<file path="config.mk">
export PLATFORM = sky130hd
export DESIGN_NAME = keyed_record_table_core
export DESIGN_NICKNAME = d
export VERILOG_FILES = /design/src/design/krt_pkg.sv /design/src/design/krt_ram.sv /design/src/design/krt_ctrl.sv /design/src/design/krt_dp.sv /design/src/design/keyed_record_table_core.sv
export SDC_FILE = /design/constraint.sdc
export NUM_CORES = 2
export LEC_CHECK = 0
export BUFFER_PORTS_ARGS = -buffer_cell sky130_fd_sc_hd__buf_4
export CAP_MARGIN = 15
export CELL_PAD_IN_SITES_DETAIL_PLACEMENT = 1
export CELL_PAD_IN_SITES_GLOBAL_PLACEMENT = 1
export CORE_ASPECT_RATIO = 1.1
export CORE_MARGIN = 4
export CORE_UTILIZATION = 50
export CTS_CLUSTER_SIZE = 24
export DETAILED_ROUTE_END_ITERATION = 6
export PLACE_DENSITY = 0.84
export RECOVER_POWER = 100
export SYNTH_ARGS = -nofsm -noshare
export SYNTH_HDL_FRONTEND = slang
export SYNTH_HIERARCHICAL = 1
export SYNTH_SLANG_ARGS = --single-unit
</file>
<file path="constraint.sdc">
create_clock -name i_clk -period 7.5 [get_ports i_clk]
set_input_delay 1.125 -clock i_clk [delete_from_list [all_inputs] [get_ports i_clk]]
set_output_delay 1.125 -clock i_clk [all_outputs]
set_load 0.01 [all_outputs]
</file>
<file path="src/design/krt_pkg.sv">
`timescale 1ns / 1ps
package krt_pkg;

    localparam int SLOTS_DEF = 16;
    localparam int LIST_MAX  = 16;
    localparam int CNT_W     = 5;

    localparam logic [2:0] CMD_ADD   = 3'd0;
    localparam logic [2:0] CMD_DEL   = 3'd1;
    localparam logic [2:0] CMD_READ  = 3'd2;
    localparam logic [2:0] CMD_COUNT = 3'd3;
    localparam logic [2:0] CMD_LIST  = 3'd4;

    localparam logic [7:0]       SCORE_MAX = 8'd100;
    localparam logic [CNT_W-1:0] MAX_RESET = 5'd10;

    typedef struct packed {
        logic [2:0] cmd;
        logic [7:0] key;
        logic [7:0] year_in;
        logic [7:0] item_code_a;
        logic [7:0] item_code_b;
        logic [7:0] item_code_c;
        logic [7:0] score_a;
        logic [7:0] score_b;
        logic [7:0] score_c;
    } t_in;

    typedef struct packed {
        logic             ok;
        logic [7:0]       year_out;
        logic [7:0]       code_out_a;
        logic [7:0]       code_out_b;
        logic [7:0]       code_out_c;
        logic [7:0]       score_out_a;
        logic [7:0]       score_out_b;
        logic [7:0]       score_out_c;
        logic [CNT_W-1:0] entry_count;
        logic [7:0]       listed_key;
        logic             last;
    } t_out;

    typedef struct packed {
        logic [7:0] key;
        logic [7:0] year;
        logic [7:0] code_a;
        logic [7:0] code_b;
        logic [7:0] code_c;
        logic [7:0] score_a;
        logic [7:0] score_b;
        logic [7:0] score_c;
    } t_rec;

    typedef struct packed {
        logic idle;
        logic load_item;
        logic idx_clr;
        logic idx_held;
        logic idx_inc;
        logic idx_dec;
        logic rd_en;
        logic rd_prev;
        logic wr_shift;
        logic wr_new;
        logic wr_keep;
        logic held_inc;
        logic held_from_n;
        logic ok_set;
        logic rec_load;
        logic out_list;
        logic out_resp;
    } t_ctl;

    typedef struct packed {
        logic [2:0] cmd;
        logic       add_ok;
        logic       idx_zero;
        logic       idx_at_held;
        logic       idx_last_list;
        logic       held_zero;
        logic       key_match;
        logic       out_free;
    } t_stat;

endpackage

</file>
<file path="src/design/krt_ram.sv">
`timescale 1ns / 1ps
module krt_ram #(
    parameter int WIDTH = 64,
    parameter int DEPTH = 16
) (
    input  logic                     i_clk,
    input  logic                     i_wr_en,
    input  logic [$clog2(DEPTH)-1:0] i_wr_addr,
    input  logic [WIDTH-1:0]         i_wr_data,
    input  logic                     i_rd_en,
    input  logic [$clog2(DEPTH)-1:0] i_rd_addr,
    output logic [WIDTH-1:0]         o_rd_data
);

    logic [WIDTH-1:0] r_mem [DEPTH];
    logic [WIDTH-1:0] r_rd_data;

    always_ff @(posedge i_clk) begin
        if (i_wr_en) begin
            r_mem[i_wr_addr] <= i_wr_data;
        end
        if (i_rd_en) begin
            r_rd_data <= r_mem[i_rd_addr];
        end
    end

    assign o_rd_data = r_rd_data;

endmodule

</file>
<file path="src/design/krt_ctrl.sv">
`timescale 1ns / 1ps
module krt_ctrl (
    input  logic           i_clk,
    input  logic           i_rst_n,
    input  logic           i_in_valid,
    input  krt_pkg::t_stat i_stat,
    output krt_pkg::t_ctl  o_ctl
);

    localparam logic [3:0] S_IDLE     = 4'd0;
    localparam logic [3:0] S_DECODE   = 4'd1;
    localparam logic [3:0] S_ADD_RD   = 4'd2;
    localparam logic [3:0] S_ADD_WR   = 4'd3;
    localparam logic [3:0] S_DEL_RD   = 4'd4;
    localparam logic [3:0] S_DEL_USE  = 4'd5;
    localparam logic [3:0] S_RD_RD    = 4'd6;
    localparam logic [3:0] S_RD_USE   = 4'd7;
    localparam logic [3:0] S_LIST_RD  = 4'd8;
    localparam logic [3:0] S_LIST_USE = 4'd9;
    localparam logic [3:0] S_RESP     = 4'd10;

    logic [3:0] r_state;
    logic [3:0] n_state;

    always_ff @(posedge i_clk) begin
        if (!i_rst_n) begin
            r_state <= S_IDLE;
        end else begin
            r_state <= n_state;
        end
    end

    always_comb begin
        n_state = r_state;
        o_ctl   = '0;
        case (r_state)
            S_IDLE: begin
                o_ctl.idle = 1'b1;
                if (i_in_valid) begin
                    o_ctl.load_item = 1'b1;
                    n_state         = S_DECODE;
                end
            end
            S_DECODE: begin
                case (i_stat.cmd)
                    krt_pkg::CMD_ADD: begin
                        if (i_stat.add_ok) begin
                            o_ctl.idx_held = 1'b1;
                            n_state        = S_ADD_RD;
                        end else begin
                            n_state = S_RESP;
                        end
                    end
                    krt_pkg::CMD_DEL: begin
                        o_ctl.idx_clr = 1'b1;
                        n_state       = S_DEL_RD;
                    end
                    krt_pkg::CMD_READ: begin
                        o_ctl.idx_clr = 1'b1;
                        n_state       = S_RD_RD;
                    end
                    krt_pkg::CMD_LIST: begin
                        o_ctl.idx_clr = 1'b1;
                        n_state       = i_stat.held_zero ? S_RESP : S_LIST_RD;
                    end
                    krt_pkg::CMD_COUNT: begin
                        n_state = S_RESP;
                    end
                    default: begin
                        n_state = S_RESP;
                    end
                endcase
            end
            S_ADD_RD: begin
                if (i_stat.idx_zero) begin
                    o_ctl.wr_new   = 1'b1;
                    o_ctl.held_inc = 1'b1;
                    o_ctl.ok_set   = 1'b1;
                    n_state        = S_RESP;
                end else begin
                    o_ctl.rd_en   = 1'b1;
                    o_ctl.rd_prev = 1'b1;
                    n_state       = S_ADD_WR;
                end
            end
            S_ADD_WR: begin
                o_ctl.wr_shift = 1'b1;
                o_ctl.idx_dec  = 1'b1;
                n_state        = S_ADD_RD;
            end
            S_DEL_RD: begin
                if (i_stat.idx_at_held) begin
                    o_ctl.held_from_n = 1'b1;
                    n_state           = S_RESP;
                end else begin
                    o_ctl.rd_en = 1'b1;
                    n_state     = S_DEL_USE;
                end
            end
            S_DEL_USE: begin
                o_ctl.wr_keep = !i_stat.key_match;
                o_ctl.idx_inc = 1'b1;
                n_state       = S_DEL_RD;
            end
            S_RD_RD: begin
                if (i_stat.idx_at_held) begin
                    n_state = S_RESP;
                end else begin
                    o_ctl.rd_en = 1'b1;
                    n_state     = S_RD_USE;
                end
            end
            S_RD_USE: begin
                if (i_stat.key_match) begin
                    o_ctl.ok_set   = 1'b1;
                    o_ctl.rec_load = 1'b1;
                    n_state        = S_RESP;
                end else begin
                    o_ctl.idx_inc = 1'b1;
                    n_state       = S_RD_RD;
                end
            end
            S_LIST_RD: begin
                o_ctl.rd_en = 1'b1;
                n_state     = S_LIST_USE;
            end
            S_LIST_USE: begin
                if (i_stat.out_free) begin
                    o_ctl.out_list = 1'b1;
                    o_ctl.idx_inc  = 1'b1;
                    n_state        = i_stat.idx_last_list ? S_IDLE : S_LIST_RD;
                end
            end
            S_RESP: begin
                if (i_stat.out_free) begin
                    o_ctl.out_resp = 1'b1;
                    n_state        = S_IDLE;
                end
            end
            default: begin
                n_state = S_IDLE;
            end
        endcase
    end

endmodule

</file>
<file path="src/design/krt_dp.sv">
`timescale 1ns / 1ps
module krt_dp #(
    parameter int SLOTS = krt_pkg::SLOTS_DEF
) (
    input  logic                      i_clk,
    input  logic                      i_rst_n,
    input  krt_pkg::t_ctl             i_ctl,
    output krt_pkg::t_stat            o_stat,
    input  krt_pkg::t_in              i_in_data,
    input  logic                      i_cfg_valid,
    input  logic [krt_pkg::CNT_W-1:0] i_cfg_data,
    output logic                      o_out_valid,
    output krt_pkg::t_out             o_out_data,
    input  logic                      i_out_stall
);

    localparam int AW       = $clog2(SLOTS);
    localparam int CW       = $clog2(SLOTS + 1);
    localparam int CNT_W    = krt_pkg::CNT_W;
    localparam int MW       = (CW > CNT_W) ? CW : CNT_W;
    localparam int LIST_LIM = (SLOTS < krt_pkg::LIST_MAX) ? SLOTS : krt_pkg::LIST_MAX;
    localparam int REC_W    = $bits(krt_pkg::t_rec);

    krt_pkg::t_in      r_item;
    krt_pkg::t_rec     r_rec;
    krt_pkg::t_out     r_out;
    logic [CNT_W-1:0]  r_max;
    logic [CW-1:0]     r_held;
    logic [CW-1:0]     r_idx;
    logic [CW-1:0]     r_n;
    logic              r_ok;
    logic              r_out_valid;

    krt_pkg::t_rec     w_rd;
    krt_pkg::t_rec     w_new;
    krt_pkg::t_rec     w_wr;
    krt_pkg::t_out     n_out;
    logic [REC_W-1:0]  w_rd_raw;
    logic [AW-1:0]     w_wr_addr;
    logic [AW-1:0]     w_rd_addr;
    logic              w_wr_en;
    logic [CW-1:0]     w_idx_m1;
    logic [CW-1:0]     w_idx_p1;
    logic [CW-1:0]     w_list_n;
    logic              w_out_free;
    logic              w_out_load;

    assign w_idx_m1   = r_idx - CW'(1);
    assign w_idx_p1   = r_idx + CW'(1);
    assign w_list_n   = (r_held > CW'(LIST_LIM)) ? CW'(LIST_LIM) : r_held;
    assign w_out_free = !r_out_valid || !i_out_stall;
    assign w_out_load = i_ctl.out_list || i_ctl.out_resp;
    assign w_rd       = krt_pkg::t_rec'(w_rd_raw);

    always_comb begin
        w_new.key     = r_item.key;
        w_new.year    = r_item.year_in;
        w_new.code_a  = r_item.item_code_a;
        w_new.code_b  = r_item.item_code_b;
        w_new.code_c  = r_item.item_code_c;
        w_new.score_a = r_item.score_a;
        w_new.score_b = r_item.score_b;
        w_new.score_c = r_item.score_c;
    end

    assign w_wr_en   = i_ctl.wr_new || i_ctl.wr_shift || i_ctl.wr_keep;
    assign w_wr      = i_ctl.wr_new ? w_new : w_rd;
    assign w_wr_addr = i_ctl.wr_new   ? '0 :
                       i_ctl.wr_shift ? r_idx[AW-1:0] : r_n[AW-1:0];
    assign w_rd_addr = i_ctl.rd_prev ? w_idx_m1[AW-1:0] : r_idx[AW-1:0];

    krt_ram #(
        .WIDTH (REC_W),
        .DEPTH (SLOTS)
    ) u_ram (
        .i_clk     (i_clk),
        .i_wr_en   (w_wr_en),
        .i_wr_addr (w_wr_addr),
        .i_wr_data (w_wr),
        .i_rd_en   (i_ctl.rd_en),
        .i_rd_addr (w_rd_addr),
        .o_rd_data (w_rd_raw)
    );

    always_comb begin
        o_stat.cmd           = r_item.cmd;
        o_stat.add_ok        = (MW'(r_held) < MW'(r_max)) && (r_held < CW'(SLOTS)) &&
                               (r_item.score_a <= krt_pkg::SCORE_MAX) &&
                               (r_item.score_b <= krt_pkg::SCORE_MAX) &&
                               (r_item.score_c <= krt_pkg::SCORE_MAX);
        o_stat.idx_zero      = (r_idx == '0);
        o_stat.idx_at_held   = (r_idx == r_held);
        o_stat.idx_last_list = (w_idx_p1 == w_list_n);
        o_stat.held_zero     = (r_held == '0);
        o_stat.key_match     = (w_rd.key == r_item.key);
        o_stat.out_free      = w_out_free;
    end

    always_comb begin
        n_out             = '0;
        n_out.entry_count = CNT_W'(r_held);
        n_out.last        = 1'b1;
        if (i_ctl.out_list) begin
            n_out.ok         = 1'b1;
            n_out.listed_key = w_rd.key;
            n_out.last       = o_stat.idx_last_list;
        end else begin
            n_out.ok = r_ok;
            if (r_ok && (r_item.cmd == krt_pkg::CMD_READ)) begin
                n_out.year_out    = r_rec.year;
                n_out.code_out_a  = r_rec.code_a;
                n_out.code_out_b  = r_rec.code_b;
                n_out.code_out_c  = r_rec.code_c;
                n_out.score_out_a = r_rec.score_a;
                n_out.score_out_b = r_rec.score_b;
                n_out.score_out_c = r_rec.score_c;
            end
        end
    end

    always_ff @(posedge i_clk) begin
        if (!i_rst_n) begin
            r_max       <= krt_pkg::MAX_RESET;
            r_held      <= '0;
            r_idx       <= '0;
            r_n         <= '0;
            r_ok        <= 1'b0;
            r_out_valid <= 1'b0;
        end else begin
            if (i_cfg_valid && i_ctl.idle && !i_ctl.load_item) begin
                r_max <= i_cfg_data;
            end
            if (i_ctl.idx_clr) begin
                r_idx <= '0;
                r_n   <= '0;
            end else begin
                if (i_ctl.idx_held) begin
                    r_idx <= r_held;
                end else if (i_ctl.idx_inc) begin
                    r_idx <= w_idx_p1;
                end else if (i_ctl.idx_dec) begin
                    r_idx <= w_idx_m1;
                end
                if (i_ctl.wr_keep) begin
                    r_n <= r_n + CW'(1);
                end
            end
            if (i_ctl.held_inc) begin
                r_held <= r_held + CW'(1);
            end else if (i_ctl.held_from_n) begin
                r_held <= r_n;
            end
            if (i_ctl.load_item) begin
                r_ok <= 1'b0;
            end else if (i_ctl.ok_set) begin
                r_ok <= 1'b1;
            end
            if (w_out_load) begin
                r_out_valid <= 1'b1;
            end else if (!i_out_stall) begin
                r_out_valid <= 1'b0;
            end
        end
    end

    always_ff @(posedge i_clk) begin
        if (i_ctl.load_item) begin
            r_item <= i_in_data;
        end
        if (i_ctl.rec_load) begin
            r_rec <= w_rd;
        end
        if (w_out_load) begin
            r_out <= n_out;
        end
    end

    assign o_out_valid = r_out_valid;
    assign o_out_data  = r_out;

    a_held_bound: assert property (@(posedge i_clk) disable iff (!i_rst_n)
        r_held <= CW'(SLOTS))
        else $error("record count above table size");

    a_load_free: assert property (@(posedge i_clk) disable iff (!i_rst_n)
        w_out_load |-> (!r_out_valid || !i_out_stall))
        else $error("result register overwritten while held");

    a_one_write: assert property (@(posedge i_clk) disable iff (!i_rst_n)
        $onehot0({i_ctl.wr_new, i_ctl.wr_shift, i_ctl.wr_keep}))
        else $error("conflicting table writes");

    a_compact: assert property (@(posedge i_clk) disable iff (!i_rst_n)
        i_ctl.wr_keep |-> (r_n <= r_idx))
        else $error("compaction write overtakes the scan");

    a_held_step: assert property (@(posedge i_clk) disable iff (!i_rst_n)
        i_ctl.held_inc |=> (r_held == $past(r_held) + CW'(1)))
        else $error("record count did not advance by one");

endmodule

</file>
<file path="src/design/keyed_record_table_core.sv">
`timescale 1ns / 1ps
// Channel   Direction  Handshake                    Payload
// input     in         i_in_valid / o_in_stall      i_in_data   (krt_pkg::t_in)
// result    out        o_out_valid / i_out_stall    o_out_data  (krt_pkg::t_out)
// config    in         i_cfg_valid / o_cfg_ready    i_cfg_data  (max_entries)
//
// One transaction is handled at a time; every record move goes through the single
// read port of the record RAM, which costs a read state and a following state per
// record visited. Each result, and each listed key, waits while the result side stalls.
// Reset is synchronous and clears the count and sets the limit to 10; the record
// RAM is not cleared. The next transaction is taken while a result is still held.
module keyed_record_table_core #(
    parameter int SLOTS = krt_pkg::SLOTS_DEF
) (
    input  logic                      i_clk,
    input  logic                      i_rst_n,
    input  logic                      i_in_valid,
    output logic                      o_in_stall,
    input  krt_pkg::t_in              i_in_data,
    output logic                      o_out_valid,
    input  logic                      i_out_stall,
    output krt_pkg::t_out             o_out_data,
    input  logic                      i_cfg_valid,
    output logic                      o_cfg_ready,
    input  logic [krt_pkg::CNT_W-1:0] i_cfg_data
);

    krt_pkg::t_ctl  w_ctl;
    krt_pkg::t_stat w_stat;

    krt_ctrl u_ctrl (
        .i_clk      (i_clk),
        .i_rst_n    (i_rst_n),
        .i_in_valid (i_in_valid),
        .i_stat     (w_stat),
        .o_ctl      (w_ctl)
    );

    krt_dp #(
        .SLOTS (SLOTS)
    ) u_dp (
        .i_clk       (i_clk),
        .i_rst_n     (i_rst_n),
        .i_ctl       (w_ctl),
        .o_stat      (w_stat),
        .i_in_data   (i_in_data),
        .i_cfg_valid (i_cfg_valid),
        .i_cfg_data  (i_cfg_data),
        .o_out_valid (o_out_valid),
        .o_out_data  (o_out_data),
        .i_out_stall (i_out_stall)
    );

    assign o_in_stall  = !w_ctl.idle || !i_rst_n;
    assign o_cfg_ready = w_ctl.idle && !w_ctl.load_item && i_rst_n;

endmodule
</file>
# After elaboration in Yosys (flattened, before gate mapping)
# Memories as Yosys holds them, arrays and structs flattened. A register that Yosys moved wholly into a read port is not among the register bits.
# Index checks and enable logic that the tools add are counted.
# op_classes
mux	50
eq_ne	20
shift	0
bitwise	2
magnitude_cmp	6
n_div	0
multipliers	0
n_reduce_logical	32
n_addsub	4
# ops
op	n
64-bit two-way mux	1
4-bit two-way mux	12
4-bit one-hot mux with 11 select lines	1
5-bit two-way mux	6
8-bit by 7-bit <= comparator with 1-bit output, second input constant	3
1-bit two-way mux	21
4-bit by 3-bit == test with 1-bit output, second input constant	4
4-bit one-hot mux with 4 select lines	1
5-bit by 1-bit adder with 5-bit output, second input constant	3
4-bit == test, second input constant	3
5-bit == test	2
5-bit logical NOT	2
2-bit two-way mux	5
1-bit logical AND	9
4-bit by 2-bit == test with 1-bit output, second input constant	2
8-bit == test	1
2-bit OR reduction	4
1-bit logical NOT	6
2-bit by 1-bit inequality test with 1-bit output, second input constant	3
1-bit one-hot mux with 3 select lines	2
5-bit > comparator, second input constant	1
1-bit logical OR	5
5-bit less-than comparator	1
5-bit less-than comparator, second input constant	1
14 further kinds	15
# totals
mem_count	1
ram_bits	1024
regBits	220
inputBits	77
romBits	0
out_inout_bits	74
wordCells	149
latch_bits	0
# memory_table
name	words	width	read_ports	rd_ports_with_merged_regs	write_ports	line_no	rtl
u_dp.u_ram.r_mem	16	64	1	1	1	krt_ram.sv:15	logic [WIDTH-1:0] r_mem [DEPTH];

# Logic depth before layout (Yosys ltp)
# depth
depth_word	9
mapped_depth	12
mapped_depth_nobuf	11

# Cells and area by module
# Netlist, hierarchy kept.
# modules_own_cells
module	cells_per_inst	seq_area_each_um2	area_per_inst_um2	instances
krt_ram	1647	32671.3	40226.1	1
krt_dp	558	6266.0	8763.4	1
krt_ctrl	78	80.1	600.6	1
keyed_record_table_core	2	0.0	12.5	1

# Worst setup path after synthesis
# Ideal clock, no wire load.
# synth_timing
kind	register -> register
from	reg u_dp.r_idx[0]
to	mem u_dp.u_ram.r_mem[0][0] (enable)
path_slack_ps	-209
setup_time_ps	565
required_time_ps	6935
arrival_time_ps	7144
stages_incl_launch_ff	13
cell_sequence	dfxtp_1 -> clkbuf_1 -> inv_2 -> ha_1 -> nor4b_1 -> and4b_1 -> buf_4 -> clkbuf_1 -> buf_2 -> buf_2 -> or3_1 -> or3b_2 -> nor3_1
# synth_lines
item	line_no	rtl
start, declared	krt_dp.sv:29	logic [CW-1:0] r_idx;
start signal, assigned	krt_dp.sv:138	r_idx <= r_held;
start signal, assigned	krt_dp.sv:140	r_idx <= w_idx_p1;
start signal, assigned	krt_dp.sv:142	r_idx <= w_idx_m1;
end, declared	krt_ram.sv:15	

==> flow_summary.yaml <==
outcome:
  status: "finished, violations left"
  violations: "max-capacitance violations, max-slew violations"
min_path:
  hold_class: "reg2reg"
finish:
  seqCellArea_mm2: 0.0390
  area_growth_pct: 12.5
  fin_nets: 2564
  multi_input_area_mm2: 0.00996
  fillers: 8350
  instances_no_fill: 3863
  drive_above_1_share_pct: 22.2
placement:
  dp_slack_ns: 2.51
  dp_hpwl_um: 65200
  place.port_buffers: 150
  globalplace.congestion: 0.779
  place_inst: 3630
cts:
  clockRootBuffer: "clkbuf_16"
  cts.sinks: 1308
  clkTransAtPathRegs_ns: 0.07
  cts_tree: "done"
  clockBufferDepth: 3
  cts_buffers: 120
  hold_buffers: 0
  cts_resized: 0
  h-tree-depth: 3
  clock_latency_ns: 0.71
  post_cts_buffers: 0
synthesis:
  ys_seq_elements: 1308
  synth_edf_count: 1282
  synth.yosys.seq_area_share_pct: 78.7
  async_flop_share_pct: 0
  synth_cell_type_count: 65
  synthCells: 2285
  netlist_area_mm2: 0.0496
  synth_fp_nets: 2371
  synth_area_per_cell_um2: 21.7
  synth-main-ff-cell: "edfxtp_1"
  ys_warn_count: 6
critical_path:
  cp.arrival_ns: 6.50
  cp_slowest_cell: "clkbuf_1"
  cp_max_fo: 33
  critPathLaunchType: "flop"
  cp.required_ns: 7.75
  path_class: "reg2reg"
  path_cells: "inv_1 -> ha_1 -> nor4b_1 -> and4b_4 -> or3_1 -> nand3_1 -> nor2_1 -> clkbuf_1"
  endpoint_kind: "flop"
  crit_path_max_incr_delay_ns: 1.96
sta:
  worst_pin_slew_ns: 3.37
  setup_violations: 0
  fin_crit_sh_pct: 83.4
  skew_ns: 0.0356
  rsz0062_at_grt: "false"
  post-route-min-period_ns: 6.25
  setup_slack_ns: 1.25
  slew_viol_final: 1164
  clock.fmax_mhz: 160
  slew-limit-headroom_pct: -125
  setup_tns_ns: 0
  hold_viol: 0
floorplanning:
  start_util_pct: 50.7
  core_mm2: 0.0979
  row_count: 120
  die-area_mm2: 0.104
  chipWidth_um: 308
  num_io_pins: 151
  die_h_um: 338
grt:
  grt_pass1_vias: 26600
  grt_use_total_pct: 24.7
  antenna_found_initial: 3
  grt_pass1_wl_um: 187000
  grt_max_degree: 138
  grt-ovfl-total: 0
routing:
  drc: 0
  vias_per_cell: 6.39
  ant_nets: 0
  wl_met2_um: 67100
  m1WireLength_um: 46900
  wl_um: 129000
  vias: 24700
  routed-wl-met3_um: 11100
  top_layer: "met5"
  routedWlPerCell_um: 33.4
  drtPass1Iterations: 5
  drt_iter0_drc: 3403
power:
  vdd_drop_max_mv: 0.262
  leakage_nw: 17.2
  powerDensity_mw_per_mm2: 356
flow_run:
  drv_cap: 28
## through the flow
step / utilization (%) / hold slack, ns / power [mW] / area [um^2]
2_1_floorplan: - / 0.419 / 12.3 / 49600
3_3_place_gp: 53.3 / 0.429 / 13.2 / 52100
3_5_place_dp: 53.3 / 0.428 / 13.5 / 52100
4_1_cts: 57.4 / 0.444 / 19.9 / 56100
5_1_grt: 57.0 / 0.458 / 20.6 / 55800
6_report: 57.0 / 0.443 / 19.8 / 55800
## flip-flops by register name (all words and copies together), names as in the netlist
register              flops
u_dp/o_out_valid          1
u_dp/r_ok                 1
u_dp/u_ram/o_rd_data     64
u_dp/u_ram/r_mem       1024
u_dp/r_item              64
u_dp/r_n                  5
u_dp/o_out_data          71
u_dp/r_held               5
u_dp/r_max                5
u_dp/o_stat               3
u_dp/r_rec               56
u_dp/r_idx                5
u_ctrl/r_state            4
## synthesized netlist by cell type, types with 3 or more instances
| cell | n | area (um^2) |
|---|---|---|
| o21ai_0 | 10 | 50.1 |
| a211oi_1 | 4 | 30.0 |
| nand2b_1 | 11 | 68.8 |
| nor2b_1 | 11 | 68.8 |
| nand4_1 | 5 | 31.3 |
| nor4_1 | 5 | 31.3 |
| nor3b_1 | 5 | 37.5 |
| nor2_1 | 46 | 173 |
| nand2_1 | 79 | 297 |
| and2_1 | 69 | 432 |
| inv_1 | 12 | 45.0 |
| nor3_1 | 11 | 55.1 |
| a21o_1 | 3 | 22.5 |
| buf_6 | 18 | 203 |
| buf_4 | 13 | 97.6 |
| a22oi_1 | 131 | 983 |
| o21ai_1 | 4 | 20.0 |
| clkbuf_1 | 49 | 184 |
| nand3b_1 | 3 | 22.5 |
| edfxtp_1 | 1282 | 38500 |
| a21oi_1 | 13 | 65.1 |
| xnor2_1 | 22 | 193 |
| mux4_2 | 256 | 5770 |
| buf_2 | 27 | 135 |
| a31oi_1 | 3 | 18.8 |
| mux2_1 | 50 | 563 |
| o21a_1 | 5 | 37.5 |
| mux2i_1 | 12 | 120 |
| nand3_1 | 10 | 50.1 |
| dfxtp_1 | 26 | 521 |
| ha_1 | 9 | 113 |
| mux2_2 | 14 | 158 |
| buf_1 | 16 | 60.1 |
| xor2_1 | 9 | 78.8 |
## cell type report
type,count,area share (%)
multi-input cells,838,17.8
repair buffers,195,2.06
diodes,1,0.00449
inverters,15,0.103
flip-flops and latches,1308,69.9
clock buffers,142,5.57
well taps,1281,2.87
clock inverters,83,1.60
## worst max-delay path: cells and delay by family (launching register included)
family,cells,cell delay [ns]
and+or+nand+nor,5,2.84
buffers and inverters,2,2.20
DFF,1,0.48
adders and majority gates,1,0.22
## path summary, 6_finish.rpt
check | startpoint | endpoint | slack (ns) | cells past startpoint
hold reg to reg | u_dp/u_ram/o_rd_data[10] | u_dp/r_rec[10] | 0.44 | 0
setup / recovery | u_dp/r_idx[0] | u_dp/u_ram/r_mem[15][28] | 1.25 | 8
setup reg to reg | u_dp/r_idx[0] | u_dp/u_ram/r_mem[15][28] | 1.25 | 8
hold / removal | u_dp/u_ram/o_rd_data[10] | u_dp/r_rec[10] | 0.44 | 0
## per-layer routing
layer	vias up	global-route usage [%]
met1	13100	31.6
li1	9822	-
met2	1558	42.0
met5	-	0
met3	233	5.45
met4	4	8.91
## logic make-up after synthesis
logic type / share of synthesized area (%)
flip-flops: 78.7
multiplexers: 13.3
AND/OR/NAND/NOR: 2.93
AO/OA/AOI/OAI: 2.81
buffers and inverters: 1.51
XOR/XNOR: 0.547
adder cells (fa/ha/maj): 0.227
## layout by cell type (no fill, tap or decap), types with 15 or more instances in the layout
cell type     n
dfxtp_1      26
a22oi_1     131
mux4_2      256
clkbuf_4     63
mux2_1       64
bufinv_16    15
nor2_1       35
clkinv_2     23
and2_0       58
clkinv_1     18
clkbuf_1    116
edfxtp_1   1282
nand2_1      79
buf_4        21
clkbuf_16   121
xnor2_1      22
## report_power, final
part | leakage [nW] | total [mW] | switching [mW] | internal (mW)
sequential | 11.8 | 9.53 | 0.249 | 9.28
clock | 1.93 | 6.26 | 2.76 | 3.50
combinational | 3.39 | 4.05 | 2.57 | 1.48
total | 17.2 | 19.8 | 5.58 | 14.3
Power figures use the tool's default switching activity.
